[config.mk]
export PLATFORM = sky130hd
export DESIGN_NAME = mvm_queue
export DESIGN_NICKNAME = d
export VERILOG_FILES = /design/src/design/mvm_pkg.sv /design/src/design/mvm_queue.sv
export SDC_FILE = /design/constraint.sdc
export NUM_CORES = 1
export LEC_CHECK = 0
export BUFFER_PORTS_ARGS = -buffer_cell sky130_fd_sc_hd__buf_4
export CAP_MARGIN = 40
export CORE_MARGIN = 2
export CORE_UTILIZATION = 49
export DETAILED_ROUTE_END_ITERATION = 8
export HOLD_SLACK_MARGIN = 0.06
export PLACE_DENSITY = 0.75
export SLEW_MARGIN = 10
export SYNTH_ARGS = -nofsm -noshare
export SYNTH_HDL_FRONTEND = slang
export SYNTH_SLANG_ARGS = --single-unit
export TNS_END_PERCENT = 100
[constraint.sdc]
create_clock -name clk -period 5.2 [get_ports clk]
set_input_delay 0 -clock clk [delete_from_list [all_inputs] [get_ports clk]]
set_output_delay 0 -clock clk [all_outputs]
set_load 0.05 [all_outputs]
[src/design/mvm_pkg.sv]
// Shared types and constants for the matrix-vector multiplier.
// Used by every module in design/; depends on nothing.
package mvm_pkg;

  localparam int DEF_MAX_ROWS = 16;
  localparam int DEF_MAX_COLS = 16;
  localparam int RESULT_CAP   = 16;
  localparam int CNT_W        = 5;
  localparam int IDX_W        = 4;
  localparam int VAL_W        = 32;
  localparam int CFG_IDX_W    = 2;
  localparam int CFG_DATA_W   = 5;
  localparam int PROD_W       = 2 * VAL_W;
  localparam int FRAC_W       = 16;
  localparam int ACC_W        = PROD_W - FRAC_W + CNT_W;

  localparam logic [CNT_W-1:0]     CNT_RESET = CNT_W'(RESULT_CAP);
  localparam logic [CFG_IDX_W-1:0] REG_ROWS  = CFG_IDX_W'(0);
  localparam logic [CFG_IDX_W-1:0] REG_COLS  = CFG_IDX_W'(1);

  typedef enum logic [1:0] {
    KIND_MAT = 2'd0,
    KIND_VEC = 2'd1,
    KIND_MUL = 2'd2
  } kind_t;

  typedef enum logic {
    BK_IDLE,
    BK_RUN
  } bk_state_t;

  typedef struct packed {
    logic [1:0]              kind;
    logic [IDX_W-1:0]        row_index;
    logic [IDX_W-1:0]        col_index;
    logic signed [VAL_W-1:0] value;
  } in_item_t;

  typedef struct packed {
    logic [IDX_W-1:0]        out_row;
    logic signed [VAL_W-1:0] dot_sum;
    logic                    last;
  } out_item_t;

  typedef struct packed {
    kind_t                   op;
    logic [IDX_W-1:0]        row;
    logic [IDX_W-1:0]        col;
    logic signed [VAL_W-1:0] value;
    logic [CNT_W-1:0]        nr;
    logic [CNT_W-1:0]        nc;
  } cmd_t;

  typedef struct packed {
    logic       full;
    logic       empty;
    logic [1:0] count;
  } q_stat_t;

endpackage

[src/design/mvm_queue.sv]
// Two-entry command queue between front and back ends.
// Depends on mvm_pkg.
module mvm_queue (
  input  logic             clk,
  input  logic             rst_n,
  input  logic             push,
  input  mvm_pkg::cmd_t    push_cmd,
  input  logic             pop,
  output mvm_pkg::cmd_t    head,
  output mvm_pkg::q_stat_t stat
);
  import mvm_pkg::*;

  cmd_t       slot_r [2];
  logic       wr_ptr_r, rd_ptr_r;
  logic [1:0] count_r, count_nxt;

  assign head       = slot_r[rd_ptr_r];
  assign stat.count = count_r;
  assign stat.full  = count_r == 2'd2;
  assign stat.empty = count_r == 2'd0;
  assign count_nxt  = count_r + 2'(push) - 2'(pop);

  always_ff @(posedge clk) begin
    if (push) begin
      slot_r[wr_ptr_r] <= push_cmd;
    end
  end

  always_ff @(posedge clk) begin
    if (!rst_n) begin
      wr_ptr_r <= 1'b0;
      rd_ptr_r <= 1'b0;
      count_r  <= 2'd0;
    end else begin
      if (push) wr_ptr_r <= !wr_ptr_r;
      if (pop)  rd_ptr_r <= !rd_ptr_r;
      count_r <= count_nxt;
    end
  end

endmodule

Yosys cells after proc, flatten, opt, wreduce, memory -nomap -nowiden
Memory sizes are Yosys's and may differ from the RTL's. A register that Yosys moved wholly into a read port is not among the register bits.
Index checks and enable logic that the tools add are counted.
W data, S select, Z words.
Storage, ports and cells
  flip-flop bits (word level): 4
  output and inout port bits: 56
  bits in writable memories: 104
  bits of input ports: 56
  memories: 1
Memories
  slot_r: depth 2, width 52, rd ports 1, clocked after Yosys merged registers in 1, write ports 1, RTL line mvm_queue.sv:14  | cmd_t slot_r [2];
Operators by class
  equal/unequal tests: 1
  add/subtract/negate cells: 2
  muxes and demuxes: 4
  reduce and logical (&&, ||, !) cells: 3
Operators by type and width (count)
  $mux W1: 4
  $add A2 B1 Y2: 1
  $eq A2 B2 Y1 const B: 1
  $logic_not A1 Y1: 2
  $logic_not A2 Y1: 1
  $sub A2 B1 Y2: 1

Logic depth before layout (Yosys ltp)
  depth in word-level cells: 3
  depth in mapped cells: 6
  gate-level depth less buffers: 6

Worst setup path after synthesis
No wires, ideal clock.
  path kind: flip-flop to flip-flop
  start: register wr_ptr_r
  end: memory slot_r[0][0] in the netlist's numbering, enable pin
  required time: 4731 ps
  arrival time: 2649 ps
  cell stages (with the launch flop): 2
  setup slack: 2082 ps
  period minus slack after synthesis: 3118 ps
  cells stage by stage: dfxtp_1 nor2b_1
RTL lines
  from (decl): RTL line mvm_queue.sv:15  | logic wr_ptr_r, rd_ptr_r;
  from (signal assigned): RTL line mvm_queue.sv:36  | if (push) wr_ptr_r <= !wr_ptr_r;
  to (decl): RTL line mvm_queue.sv:14
No word-level cell before the write port.

==> run_summary.xml <==
<?xml version="1.0" encoding="UTF-8"?>
<metrics>
  <group name="run_status">
    <metric name="status" unit="">completed</metric>
  </group>
  <group name="power">
    <metric name="switching_share" unit="%">27.82</metric>
    <metric name="share_clk_of_total_power" unit="%">24.8</metric>
    <metric name="seq_power_share" unit="%">52.1</metric>
    <metric name="leakage" unit="uW">0.002362</metric>
    <metric name="comb_power_share" unit="%">23.1</metric>
    <metric name="ir_worst_vdd" unit="V">0.0002740</metric>
    <metric name="power_density" unit="nW/um^2">337.9</metric>
    <metric name="power_report.internal_total" unit="uW">1436</metric>
    <metric name="net-switching-power" unit="uW">553.7</metric>
  </group>
  <group name="grt">
    <metric name="grt_remaining_overflow" unit="">0</metric>
    <metric name="grt_pass1_wl" unit="mm">10.88</metric>
    <metric name="gr-usage-all-layers" unit="%">14.88</metric>
    <metric name="maximum_number_of_pins_on_one_net_before_global_route_repair" unit="">54</metric>
    <metric name="grt_antenna_before_repair" unit="">0</metric>
    <metric name="grt_pass1_vias" unit="">2288</metric>
  </group>
  <group name="clock_network">
    <metric name="clkLatencyLatePin" unit="ps">350</metric>
    <metric name="hold_fix_buffers_cts" unit="">56</metric>
    <metric name="numClockSinks" unit="">109</metric>
    <metric name="cts_max_level" unit="">3</metric>
    <metric name="ctsRootBufferMaster" unit="">sky130_fd_sc_hd__clkbuf_8</metric>
    <metric name="post_cts.repair.setup_buffers" unit="">0</metric>
    <metric name="cts-buffers-inserted" unit="">9</metric>
    <metric name="post_cts_resized" unit="">0</metric>
    <metric name="cts_buffer_depth" unit="">2</metric>
    <metric name="path_clk_slew" unit="ps">100</metric>
    <metric name="cts_tree" unit="">yes</metric>
  </group>
  <group name="hold_path">
    <metric name="hold_path_class" unit="">input pin to flop</metric>
  </group>
  <group name="sta">
    <metric name="max_freq" unit="MHz">537.4</metric>
    <metric name="setup_skew_after_layout" unit="ps">9.081</metric>
    <metric name="post-route-min-period" unit="ps">1861</metric>
    <metric name="report.final.slew_viol_count" unit="">0</metric>
    <metric name="setup_violations" unit="">0</metric>
    <metric name="worst_slew_margin_rel" unit="%">53.01</metric>
    <metric name="final.period_utilization" unit="%">35.78</metric>
    <metric name="hold_viol_final" unit="">0</metric>
    <metric name="worst_slew_pin_slew" unit="ps">704.9</metric>
    <metric name="grt_setup_unrepaired" unit="">false</metric>
    <metric name="timing.setup.tns" unit="ps">0</metric>
    <metric name="finalWorstSetupSlack" unit="ps">3339</metric>
    <metric name="timing.hold.ws" unit="ps">370.8</metric>
  </group>
  <group name="detailed_routing">
    <metric name="routed_via_density" unit="">4.701</metric>
    <metric name="finalWirelength" unit="mm">6.866</metric>
    <metric name="route.antenna.remaining_nets" unit="">0</metric>
    <metric name="dr_total_vias" unit="">2200</metric>
    <metric name="drtPass1Iterations" unit="">4</metric>
    <metric name="avgRoutedWirePerCell" unit="um">14.67</metric>
    <metric name="initialDrtViolationCount" unit="">85</metric>
    <metric name="drcViolationCount" unit="">0</metric>
  </group>
  <group name="layout">
    <metric name="n_fill_cell" unit="">529</metric>
    <metric name="layout.cells.most_common" unit="">sky130_fd_sc_hd__buf_4</metric>
    <metric name="multiInputGateArea" unit="sq um">899.6</metric>
    <metric name="diodes" unit="">0</metric>
    <metric name="area_growth_syn_to_layout" unit="%">39.14</metric>
    <metric name="final_core_utilization" unit="%">70.96</metric>
    <metric name="nNetsFinal" unit="">416</metric>
    <metric name="layout-drive-gt1-share" unit="%">50.41</metric>
    <metric name="sequential_cell_area" unit="sq um">3227</metric>
    <metric name="stdcell_count" unit="">468</metric>
    <metric name="highest_count_cells_in_the_layout_ignoring_fill_and_taps" unit="">sky130_fd_sc_hd__buf_4 (113), sky130_fd_sc_hd__edfxtp_1 (104), sky130_fd_sc_hd__dlygate4sd3_1 (56)</metric>
  </group>
  <group name="floorplanning">
    <metric name="die_w" unit="um">96.94</metric>
    <metric name="die_y" unit="um">96.94</metric>
    <metric name="coreArea" unit="sq um">8299</metric>
    <metric name="initial_util" unit="%">51.00</metric>
    <metric name="io_pins" unit="">112</metric>
    <metric name="floorplan.die_area" unit="sq um">9397</metric>
    <metric name="number_of_placement_rows" unit="">33</metric>
  </group>
  <group name="placement">
    <metric name="dp_worst_setup_slack" unit="ps">3446</metric>
    <metric name="buffer_ports.inserted" unit="">111</metric>
    <metric name="dp.final_hpwl" unit="mm">4.172</metric>
    <metric name="gp_congestion" unit="">0.6894</metric>
    <metric name="place_inst" unit="">396</metric>
  </group>
  <group name="logic_synthesis">
    <metric name="synth-seq-area-share" unit="%">76.15</metric>
    <metric name="synthesis.yosys.warnings" unit="">0</metric>
    <metric name="mappedNetlistArea" unit="sq um">4233</metric>
    <metric name="post_synth_inst_count" unit="">183</metric>
    <metric name="ys_seq_elements" unit="">109</metric>
    <metric name="net_count_after_synthesis" unit="">241</metric>
    <metric name="synth.lib_cells_used.distinct" unit="">14</metric>
    <metric name="synth_area_per_cell" unit="sq um">23.13</metric>
  </group>
  <group name="setup_path">
    <metric name="worstPathMaxFanout" unit="">31</metric>
    <metric name="crit_path_start_kind" unit="">flop</metric>
    <metric name="crit_path_end_kind" unit="">output pin</metric>
    <metric name="worst_ep_required_time" unit="ps">5200</metric>
    <metric name="cp.arrival" unit="ps">1860</metric>
    <metric name="critPathKind" unit="">flop to output pin</metric>
  </group>
  <group name="flow_run">
    <metric name="max_cap_violations" unit="">0</metric>
  </group>
</metrics>
[power by group through the flow]
stage	Clock, uW	Sequential, uW	Combinational, uW
floorplan	0	1060	314
global placement	0	1070	411
detailed placement	0	1060	428
CTS	506	1040	463
global route	541	1040	480
finish	493	1040	459
[per-layer routing]
layer	GRT usage, %	part of all wire, %
met2	26.07	53
met5	0	0
met4	4.550	1.2
met1	17.75	41
met3	4.408	5.1
[metrics by stage]
stage	instance area, sq um	power (uW)
global route	5889	2065
CTS	5889	2007
floorplan	4233	1372
finish	5889	1990
global placement	5114	1478
detailed placement	5134	1487
[flip-flops by register name, indices dropped and copies added (netlist names), named ones only]
name and flops:
wr_ptr_r 1, slot_r 104, rd_ptr_r 1, count_r 2
[logic make-up after synthesis]
family / count (synthesis) / share of synthesized area [%]
flops: 109 / 76.15
mux: 52 / 18.27
simple gates: 9 / 1.271
buf+inv: 8 / 2.808
xor+xnor: 2 / 0.7390
fa+ha+maj: 2 / 0.5911
compound gates: 1 / 0.1774
[path summary, 6_finish.rpt]
check	from	to	slack, ps	cells past startpoint
max	flop	head[0]	3340	3
min reg2reg	rd_ptr_r	flop	590	2
min	push_cmd[18]	slot_r[0][18]	370	2
max reg2reg	wr_ptr_r	wr_ptr_r	3370	4
[worst max-delay path, stage by stage, from the launching register on]
cell                      delay, ps
sky130_fd_sc_hd__dfxtp_4        630
sky130_fd_sc_hd__buf_12         310
sky130_fd_sc_hd__mux2_2         380
sky130_fd_sc_hd__buf_4          190
[cell type report]
class                      count  area share, %
clock buffer                   9          2.103
sequential                   109          54.79
tap                          105          2.231
inverter                       2         0.1275
multi-input combinational     66          15.28
clock inverter                 7          1.211
timing repair buffer         170          24.26
[synth_stat cells]
cell type,instances,area share [%]
sky130_fd_sc_hd__buf_6,1,0.27
sky130_fd_sc_hd__nor2_1,1,0.089
sky130_fd_sc_hd__mux2_4,50,18
sky130_fd_sc_hd__inv_1,2,0.18
sky130_fd_sc_hd__buf_12,5,2.4
sky130_fd_sc_hd__dfxtp_1,5,2.4
sky130_fd_sc_hd__mux2_2,2,0.53
sky130_fd_sc_hd__o21a_1,1,0.18
sky130_fd_sc_hd__ha_1,2,0.59
sky130_fd_sc_hd__edfxtp_1,104,74
sky130_fd_sc_hd__xor2_1,1,0.21
sky130_fd_sc_hd__and2_1,4,0.59
sky130_fd_sc_hd__xnor3_1,1,0.53
sky130_fd_sc_hd__nor2b_1,4,0.59
No activity file was read; power rests on OpenSTA's default activity.
