<file path="config.mk">
export PLATFORM = sky130hd
export DESIGN_NAME = mvm_front
export DESIGN_NICKNAME = d
export VERILOG_FILES = /design/src/design/mvm_pkg.sv /design/src/design/mvm_front.sv
export SDC_FILE = /design/constraint.sdc
export NUM_CORES = 1
export LEC_CHECK = 0
export ABC_CLOCK_PERIOD_IN_PS = 1000
export BUFFER_PORTS_ARGS = -buffer_cell sky130_fd_sc_hd__buf_4
export CAP_MARGIN = 10
export CORE_ASPECT_RATIO = 0.9
export CORE_MARGIN = 5
export CORE_UTILIZATION = 28
export CTS_CLUSTER_DIAMETER = 50
export DETAILED_ROUTE_END_ITERATION = 10
export HOLD_SLACK_MARGIN = 0.08
export PLACE_DENSITY = 0.81
export SYNTH_ARGS = -nofsm -noshare
export SYNTH_HDL_FRONTEND = slang
export SYNTH_SLANG_ARGS = --single-unit
</file>
<file path="constraint.sdc">
create_clock -name clk -period 1 [get_ports clk]
set_clock_uncertainty 0.1 [all_clocks]
set_input_delay 0.15 -clock clk [delete_from_list [all_inputs] [get_ports clk]]
set_output_delay 0.15 -clock clk [all_outputs]
set_load 0.005 [all_outputs]
</file>
<file path="src/design/mvm_pkg.sv">
// Shared types and constants for the matrix-vector multiplier.
// Used by every module in design/; depends on nothing.
package mvm_pkg;

  localparam int DEF_MAX_ROWS = 16;
  localparam int DEF_MAX_COLS = 16;
  localparam int RESULT_CAP   = 16;
  localparam int CNT_W        = 5;
  localparam int IDX_W        = 4;
  localparam int VAL_W        = 32;
  localparam int CFG_IDX_W    = 2;
  localparam int CFG_DATA_W   = 5;
  localparam int PROD_W       = 2 * VAL_W;
  localparam int FRAC_W       = 16;
  localparam int ACC_W        = PROD_W - FRAC_W + CNT_W;

  localparam logic [CNT_W-1:0]     CNT_RESET = CNT_W'(RESULT_CAP);
  localparam logic [CFG_IDX_W-1:0] REG_ROWS  = CFG_IDX_W'(0);
  localparam logic [CFG_IDX_W-1:0] REG_COLS  = CFG_IDX_W'(1);

  typedef enum logic [1:0] {
    KIND_MAT = 2'd0,
    KIND_VEC = 2'd1,
    KIND_MUL = 2'd2
  } kind_t;

  typedef enum logic {
    BK_IDLE,
    BK_RUN
  } bk_state_t;

  typedef struct packed {
    logic [1:0]              kind;
    logic [IDX_W-1:0]        row_index;
    logic [IDX_W-1:0]        col_index;
    logic signed [VAL_W-1:0] value;
  } in_item_t;

  typedef struct packed {
    logic [IDX_W-1:0]        out_row;
    logic signed [VAL_W-1:0] dot_sum;
    logic                    last;
  } out_item_t;

  typedef struct packed {
    kind_t                   op;
    logic [IDX_W-1:0]        row;
    logic [IDX_W-1:0]        col;
    logic signed [VAL_W-1:0] value;
    logic [CNT_W-1:0]        nr;
    logic [CNT_W-1:0]        nc;
  } cmd_t;

  typedef struct packed {
    logic       full;
    logic       empty;
    logic [1:0] count;
  } q_stat_t;

endpackage

</file>
<file path="src/design/mvm_front.sv">
// Front end: config registers, item accept, range checks and count clamping.
// Pushes valid commands into mvm_queue. Depends on mvm_pkg.
module mvm_front #(
  parameter int MAX_ROWS = mvm_pkg::DEF_MAX_ROWS,
  parameter int MAX_COLS = mvm_pkg::DEF_MAX_COLS
) (
  input  logic                             clk,
  input  logic                             rst_n,
  input  logic                             start,
  input  mvm_pkg::in_item_t                in_data,
  output logic                             busy,
  input  logic                             cfg_valid,
  output logic                             cfg_ready,
  input  logic [mvm_pkg::CFG_IDX_W-1:0]    cfg_index,
  input  logic [mvm_pkg::CFG_DATA_W-1:0]   cfg_data,
  input  mvm_pkg::q_stat_t                 q_stat,
  output logic                             push,
  output mvm_pkg::cmd_t                    push_cmd
);
  import mvm_pkg::*;

  localparam int RowLim = (MAX_ROWS < RESULT_CAP) ? MAX_ROWS : RESULT_CAP;
  localparam int ColLim = (MAX_COLS < RESULT_CAP) ? MAX_COLS : RESULT_CAP;

  logic [CNT_W-1:0] rows_r, rows_nxt;
  logic [CNT_W-1:0] cols_r, cols_nxt;
  logic             accept, row_ok, col_ok;

  assign cfg_ready = 1'b1;
  assign busy      = q_stat.full;
  assign accept    = start && !busy;
  assign row_ok    = int'(in_data.row_index) < MAX_ROWS;
  assign col_ok    = int'(in_data.col_index) < MAX_COLS;

  always_comb begin
    rows_nxt = rows_r;
    cols_nxt = cols_r;
    if (cfg_valid && cfg_ready) begin
      case (cfg_index)
        REG_ROWS: rows_nxt = CNT_W'(cfg_data);
        REG_COLS: cols_nxt = CNT_W'(cfg_data);
        default:  ;
      endcase
    end
  end

  always_ff @(posedge clk) begin
    if (!rst_n) begin
      rows_r <= CNT_RESET;
      cols_r <= CNT_RESET;
    end else begin
      rows_r <= rows_nxt;
      cols_r <= cols_nxt;
    end
  end

  always_comb begin
    case (in_data.kind)
      KIND_MAT: push = accept && row_ok && col_ok;
      KIND_VEC: push = accept && col_ok;
      KIND_MUL: push = accept;
      default:  push = 1'b0;
    endcase
    push_cmd.op    = kind_t'(in_data.kind);
    push_cmd.row   = in_data.row_index;
    push_cmd.col   = in_data.col_index;
    push_cmd.value = in_data.value;
    if (rows_r == '0) begin
      push_cmd.nr = CNT_W'(1);
    end else if (int'(rows_r) > RowLim) begin
      push_cmd.nr = CNT_W'(RowLim);
    end else begin
      push_cmd.nr = rows_r;
    end
    if (cols_r == '0) begin
      push_cmd.nc = CNT_W'(1);
    end else if (int'(cols_r) > ColLim) begin
      push_cmd.nc = CNT_W'(ColLim);
    end else begin
      push_cmd.nc = cols_r;
    end
  end

endmodule

</file>
==> Yosys cells after proc, flatten, opt, wreduce, memory -nomap -nowiden <==
Cells that the tools add are included.
{ "word_totals": {"register_bits": 10, "wordCells": 21} }
{ "classes": {"n_lt_le_gt_ge": 2, "eq_ne": 3, "muxes": 5, "reduce_logical": 9} }
{ "op_table": {"columns": ["operator", "count"], "rows": [
  ["5-bit 2-to-1 mux", 4],
  ["5-bit greater-than comparator, second input constant", 2],
  ["5-bit zero test", 2],
  ["2-bit by 1-bit == test with 1-bit output, second input constant", 2],
  ["2-bit zero test", 2],
  ["2-bit AND reduction", 2],
  ["3-bit OR reduction", 1],
  ["2-bit == test, second input constant", 1],
  ["1-bit logical AND", 1],
  ["1-bit zero test", 1],
  ["1-bit 2-to-1 mux", 1]
]} }

==> Logic depth before layout (Yosys ltp) <==
Gate-level depths: netlist of the first run.
{ "logic_depth": {"word_depth": 3, "mapped_depth": 3, "mapped_depth_nobuf": 2} }

==> Least setup slack after synthesis of the first run <==
Ideal clock, no wire load.
{ "synth_path": {"path_kind": "reg-to-output", "start": "register cols_r[1]", "end": "output port push_cmd[0] (netlist name)", "arrival_time_ps": 811, "t_required_ps": 750, "slack_ps": -61, "stages_incl_launch_ff": 3, "path_cell_list": "dfxtp_1 > or3_1 > a21oi_1"} }
{ "synth_lines": {"columns": ["item", "line_no", "text"], "rows": [
  ["from (decl)", "mvm_front.sv:26", "logic [CNT_W-1:0] cols_r, cols_nxt;"],
  ["from (signal assigned)", "mvm_front.sv:53", "cols_r <= cols_nxt;"],
  ["to (decl)", "mvm_front.sv:18", "output mvm_pkg::cmd_t push_cmd"]
]} }

==> results of run 1 <==
[worst paths after layout]
path | startpoint | end | slack [ns]
min | cfg_data[4] | cols_r[4]$_SDFFE_PN1P_ | 0.06
max reg2reg | rows_r[1]$_SDFFE_PN0P_ | rows_r[1]$_SDFFE_PN0P_ | 0.14
max | cols_r[2]$_SDFFE_PN0P_ | push_cmd[0] | -0.47
min reg2reg | rows_r[3]$_SDFFE_PN0P_ | rows_r[3]$_SDFFE_PN0P_ | 0.36
[through the flow]
stage	hold slack [ns]	power [mW]	std cells	setup WS (ns)	TNS, ns
CTS	0.0667	0.858	128	-0.451	-1.88
detailed placement	0.200	0.581	125	-0.163	-0.308
finish	0.0643	0.859	129	-0.471	-1.87
global placement	0.200	0.576	125	-0.147	-0.292
global route	0.0862	0.896	129	-0.502	-2.17
floorplan	0.212	0.630	99	-0.0432	-0.0865
[cell usage after synthesis]
cell,n
clkbuf_1,2
mux2i_1,10
buf_4,44
nand2_1,12
a21oi_1,2
a211oi_1,1
inv_1,3
nor2b_1,9
buf_2,1
conb_1,1
or3_1,2
dfxtp_1,10
nand3b_2,1
nor3b_4,1
[tightest hold or removal path: cells and delay by family]
family        cells  cell delay (ns)
mux               1             0.11
simple gates      1             0.05
buf+inv           1             0.08
[layout make-up]
cell class / instances / area [um^2] / area share
Inverter: 3 / 11.3 / 0.0128
Clock buffer: 3 / 22.5 / 0.0257
Timing Repair Buffer: 34 / 285 / 0.325
Tap cell: 40 / 50.0 / 0.0571
Sequential cell: 10 / 215 / 0.245
Multi-Input combinational cell: 39 / 293 / 0.334
[state kept, by name, indices dropped and copies added, names as in the netlist]
| signal | count |
|---|---|
| cols_r | 5 |
| rows_r | 5 |
[routing by layer]
metal | share of wire | GRT usage | wire length, um
met1 | 0.34 | 0.0728 | 554
met2 | 0.47 | 0.133 | 758
met3 | 0.12 | 0.0182 | 191
met5 | 0 | 0 | 0
met4 | 0.069 | 0.110 | 112
[what timing repair did]
item | 4_1_cts | 5_1_grt
pin swaps | 0 | 2
endpoints found under the hold margin | 2 | 0
setup endpoints to repair | 10 | 10
buffers inserted | 0 | 4
resized for setup | 17 | 8
[logic make-up (layout without fill, tap and decap cells)]
family	after synthesis	count (layout)
AOI/OAI and AO/OA	3	3
buffers and inverters	50	40
DFF	10	10
muxes	10	10
other	1	1
and+or+nand+nor	25	25
[power by group]
| part | internal, mW | switching, mW | total [mW] |
|---|---|---|---|
| clock | 0.139 | 0.136 | 0.275 |
| combinational | 0.101 | 0.0585 | 0.159 |
| sequential | 0.411 | 0.0140 | 0.425 |
| total | 0.651 | 0.208 | 0.859 |
==> impl_metrics.py, run 1 <==
metrics = {
    "power": {
        "cellLeakagePower_nw": 0.398,
        "ir_drop_v": 0.000184,
        "p_per_area_mw_per_mm2": 979,
    },
    "critical_path": {
        "crit_chain": "or3_4 -> a21oi_2 -> buf_4",
        "rr_worst_depth": 4,
        "cp_num_buf_inv": 1,
        "cpPeakStageDelay_ns": 0.38,
        "critPathRequiredTime_ns": 0.75,
        "worstSetupEndpointType": "output pin",
        "path_class": "flop to output pin",
        "arrival_ns": 1.22,
        "cp_max_fo": 2,
        "crit_path_start_kind": "flop",
        "path_delay_family": "simple AND/OR/NAND/NOR gates",
        "cp.depth": 3,
        "slowest_stage": "or3_4",
    },
    "detailed_routing": {
        "vias": 522,
        "dr.first_iter.drc_count": 5,
        "ant_nets": 0,
        "routedWlPerCell_um": 12.5,
        "avgViaCountPerCell": 4.05,
        "drc": 0,
        "drt-total-wl_um": 1620,
        "first_pass_iters": 3,
    },
    "finish": {
        "n_antenna_cell": 0,
        "fin_util": 0.317,
        "drive_gt1_frac": 0.584,
        "nets": 148,
        "area_growth_pct": 7.02,
        "final_area_um2": 877,
        "fill_cells": 296,
        "final_cell_mix": "26 x buf_4, 12 x nand2_1, 10 x mux2i_1",
        "final_common_cell": "buf_4",
    },
    "sta": {
        "fin_crit_ns": 1.47,
        "post-route-period-util": 1.47,
        "grt_setup_unrepaired": "true",
        "finalHoldViolCount": 0,
        "fmax_mhz": 680,
        "timing.final.ws_setup_ns": -0.471,
        "report.final.slew_viol_count": 0,
        "setup_viol": 10,
    },
    "floorplan": {
        "rows": 18,
        "core-area_mm2": 0.00277,
        "die_x_um": 67.0,
        "die-area_mm2": 0.00411,
        "ioPinCount": 112,
        "fp.dieH_um": 61.3,
        "start_util": 0.296,
    },
    "synthesis": {
        "synth_top_family_by_area": "buffers and inverters",
        "yosys.area_share.simple": 0.176,
        "synth-adder-area-share": 0,
        "syn_avg_cell_area_um2": 8.28,
        "synth_top_area_share": 0.403,
        "synth.distinct_cells": 14,
        "synth-compound-area-share": 0.0214,
        "synth_top_cell_by_area": "buf_4",
        "yosysSeqAreaShare": 0.244,
        "ys_warn_count": 0,
        "syn_area_um2": 820,
        "post_synth_xor_area_fraction": 0,
        "synthMuxAreaShare": 0.122,
        "syn_nets": 156,
        "synthTopCellsByArea": "buf_4 40%, dfxtp_1 24%, mux2i_1 12%, nor2b_1 6.9%, nand2_1 5.5%",
        "synth_cells": 99,
        "ys_ff_latch": 10,
    },
    "global_routing": {
        "grt_pass1_vias": 565,
        "antenna_found_initial": 0,
        "grt_overflow": 0,
        "grt_max_degree": 16,
        "grt_first_pass_wirelength_um": 2420,
        "grtUsageTotal": 0.0805,
    },
    "flow_run": {
        "maxCapViolCount": 0,
    },
    "clocking": {
        "cts_tree": "yes",
        "cts-root-buf": "clkbuf_4",
        "cts_buffers": 3,
        "htree_levels": 1,
        "cts_buffer_depth": 2,
        "clock-sinks": 10,
        "insertion_delay_ns": 0.26,
        "path_clk_slew_ns": 0.06,
    },
    "place": {
        "place_hpwl_um": 1260,
        "place_area_um2": 782,
        "gp_congestion": 0.712,
        "io_buffers": 27,
    },
    "run_status": {
        "violations": "setup timing",
        "outcome": "complete, but fails checks",
    },
    "worst_hold_path": {
        "hold_class": "input pin to flop",
        "worstHoldPathCells": 3,
    },
}
Note: power is estimated with default switching activity, not from simulation.
==> run 2: changes to the inputs <==
- CORE_MARGIN: 5 -> 2
- RECOVER_POWER: unset -> 100
==> run 2 against run 1 <==
Effect of this change:
- worst hold slack got worse by 0.00095 ns
- clock power fell by 6%
- register-to-register slack got worse by 0.12 ns
- the run still ends with setup timing left
- sequential power barely moved
- global-route usage rose by 0.57 points
- count of clock-buffer cells in the layout did not move
==> impl_metrics.py, run 2 (synthesized netlist as in run 1, its figures left out) <==
metrics = {
    "run_status": {
        "outcome": "complete, but fails checks",
        "violations": "setup timing",
    },
    "global_routing": {
        "grtUsageTotal": 0.0863,
        "grt_max_degree": 16,
        "antenna_found_initial": 0,
        "grt_first_pass_wirelength_um": 2220,
        "grt_pass1_vias": 528,
        "grt_overflow": 0,
    },
    "detailed_routing": {
        "met2_wirelength_um": 776,
        "dr.first_iter.drc_count": 7,
        "wl_met3_um": 151,
        "routedWlPerCell_um": 11.6,
        "vias": 540,
        "avgViaCountPerCell": 4.06,
        "ant_nets": 0,
        "first_pass_iters": 5,
        "met1_length_um": 530,
        "drt-total-wl_um": 1550,
        "dr.max_layer_used": "met4",
        "drc": 0,
    },
    "finish": {
        "final_area_um2": 897,
        "final_cell_mix": "22 x buf_4, 11 x nand2_1, 10 x mux2i_1",
        "fill_cells": 294,
        "reg_top3": "cols_r: 5 flops, rows_r: 5 flops",
        "multi_input_area_um2": 292,
        "drive_gt1_frac": 0.581,
        "seq_area_um2": 213,
        "final_common_cell": "buf_4",
        "nets": 152,
        "final_cells": 133,
        "n_antenna_cell": 0,
        "area_growth_pct": 9.47,
    },
    "clocking": {
        "cts_buffer_depth": 2,
        "path_clk_slew_ns": 0.05,
        "insertion_delay_ns": 0.25,
        "cts-root-buf": "clkbuf_4",
        "htree_levels": 1,
        "cts_buffers": 3,
        "cts_tree": "yes",
        "clock-sinks": 10,
    },
    "sta": {
        "timing.final.ws_setup_ns": -0.463,
        "setup_viol": 10,
        "whs_ns": 0.0633,
        "fin_crit_ns": 1.46,
        "grt_setup_unrepaired": "true",
        "post-route-period-util": 1.46,
        "finalHoldViolCount": 0,
        "fmax_mhz": 683,
        "report.final.slew_viol_count": 0,
    },
    "critical_path": {
        "reg2reg_setup_slack_ns": 0.02,
        "slowest_stage": "or3_4",
        "crit_chain": "or3_4 -> a21oi_2 -> buf_4",
        "r2r-start": "cols_r[1]$_SDFFE_PN0P_",
        "rr_worst_depth": 5,
        "worstSetupEndpointType": "output pin",
        "arrival_ns": 1.21,
        "cpPeakStageDelay_ns": 0.39,
        "reg2reg_to": "cols_r[1]$_SDFFE_PN0P_",
        "crit_path_start_kind": "flop",
        "cp_max_fo": 2,
        "path_class": "flop to output pin",
        "critPathRequiredTime_ns": 0.75,
    },
    "floorplan": {
        "fp.dieH_um": 55.3,
        "ioPinCount": 112,
        "die-area_mm2": 0.00338,
        "rows": 18,
        "core-area_mm2": 0.00277,
        "start_util": 0.296,
        "die_x_um": 61.0,
    },
    "worst_hold_path": {
        "hold_class": "input pin to flop",
        "worstHoldPathCells": 3,
        "hold_end": "cols_r[4]$_SDFFE_PN1P_",
        "min_from": "cfg_data[4]",
    },
    "place": {
        "gp_congestion": 0.775,
        "dp_cells": 126,
        "io_buffers": 27,
        "place_hpwl_um": 1170,
        "place_area_um2": 790,
        "pre_cts_ws_ns": -0.215,
    },
    "flow_run": {
        "maxCapViolCount": 0,
    },
    "power": {
        "p_per_area_mw_per_mm2": 945,
        "ir_drop_v": 0.000183,
        "power_mw": 0.848,
        "cellLeakagePower_nw": 0.405,
    },
}
## run 2: changes by cell type in the layout (fill, tap and decap cells not counted), sizes merged
cell,previous run,this run
clkbuf,3,10
buf,34,31
## run 2: worst max-delay path by stage
stage / start / endpoint / cells past startpoint
global placement: rows_r[3]$_SDFFE_PN0P_ / push_cmd[5] / 3
finish: cols_r[1]$_SDFFE_PN0P_ / push_cmd[0] / 3
CTS: rows_r[2]$_SDFFE_PN0P_ / push_cmd[5] / 3
global route: cols_r[1]$_SDFFE_PN0P_ / push_cmd[0] / 3
detailed placement: rows_r[3]$_SDFFE_PN0P_ / push_cmd[5] / 3
floorplan: cols_r[1]$_SDFFE_PN0P_ / push_cmd[0] / 2
## run 2: critical path: cells and delay by family, from the launching register on
kind | cells | cell delay [ns]
and+or+nand+nor | 1 | 0.39
DFF | 1 | 0.32
AOI/OAI and AO/OA | 1 | 0.14
buffers and inverters | 1 | 0.11
## run 2: through the flow
step,TNS [ns],utilization
5_1_grt,-2.53,0.324
3_3_place_gp,-0.290,0.285
6_report,-2.13,0.324
2_1_floorplan,-0.0865,-
3_5_place_dp,-0.371,0.285
4_1_cts,-1.99,0.319
## run 2: where the power goes
group | switching (mW) | internal (mW)
Sequential | 0.0142 | 0.411
Clock | 0.121 | 0.138
Combinational | 0.0596 | 0.104
Total | 0.195 | 0.653
## run 2: routing by layer
metal	vias up	track usage
met5	-	0
met4	0	0.0932
met3	16	0.0187
met2	29	0.137
met1	242	0.0837
li1	253	-
## run 2: what timing repair did
action / in CTS / in global routing
setup buffers: 2 / 2
endpoints found under the hold margin: 2 / 1
resized for setup: 19 / 6
setup endpoints to repair: 10 / 10
pin swaps: 2 / 2
## run 2: layout make-up
class / instances / area share
multi-input cells: 39 / 0.325
flip-flops and latches: 10 / 0.237
well taps: 40 / 0.0558
inverters: 3 / 0.0126
clock buffers: 3 / 0.0251
repair buffers: 38 / 0.344
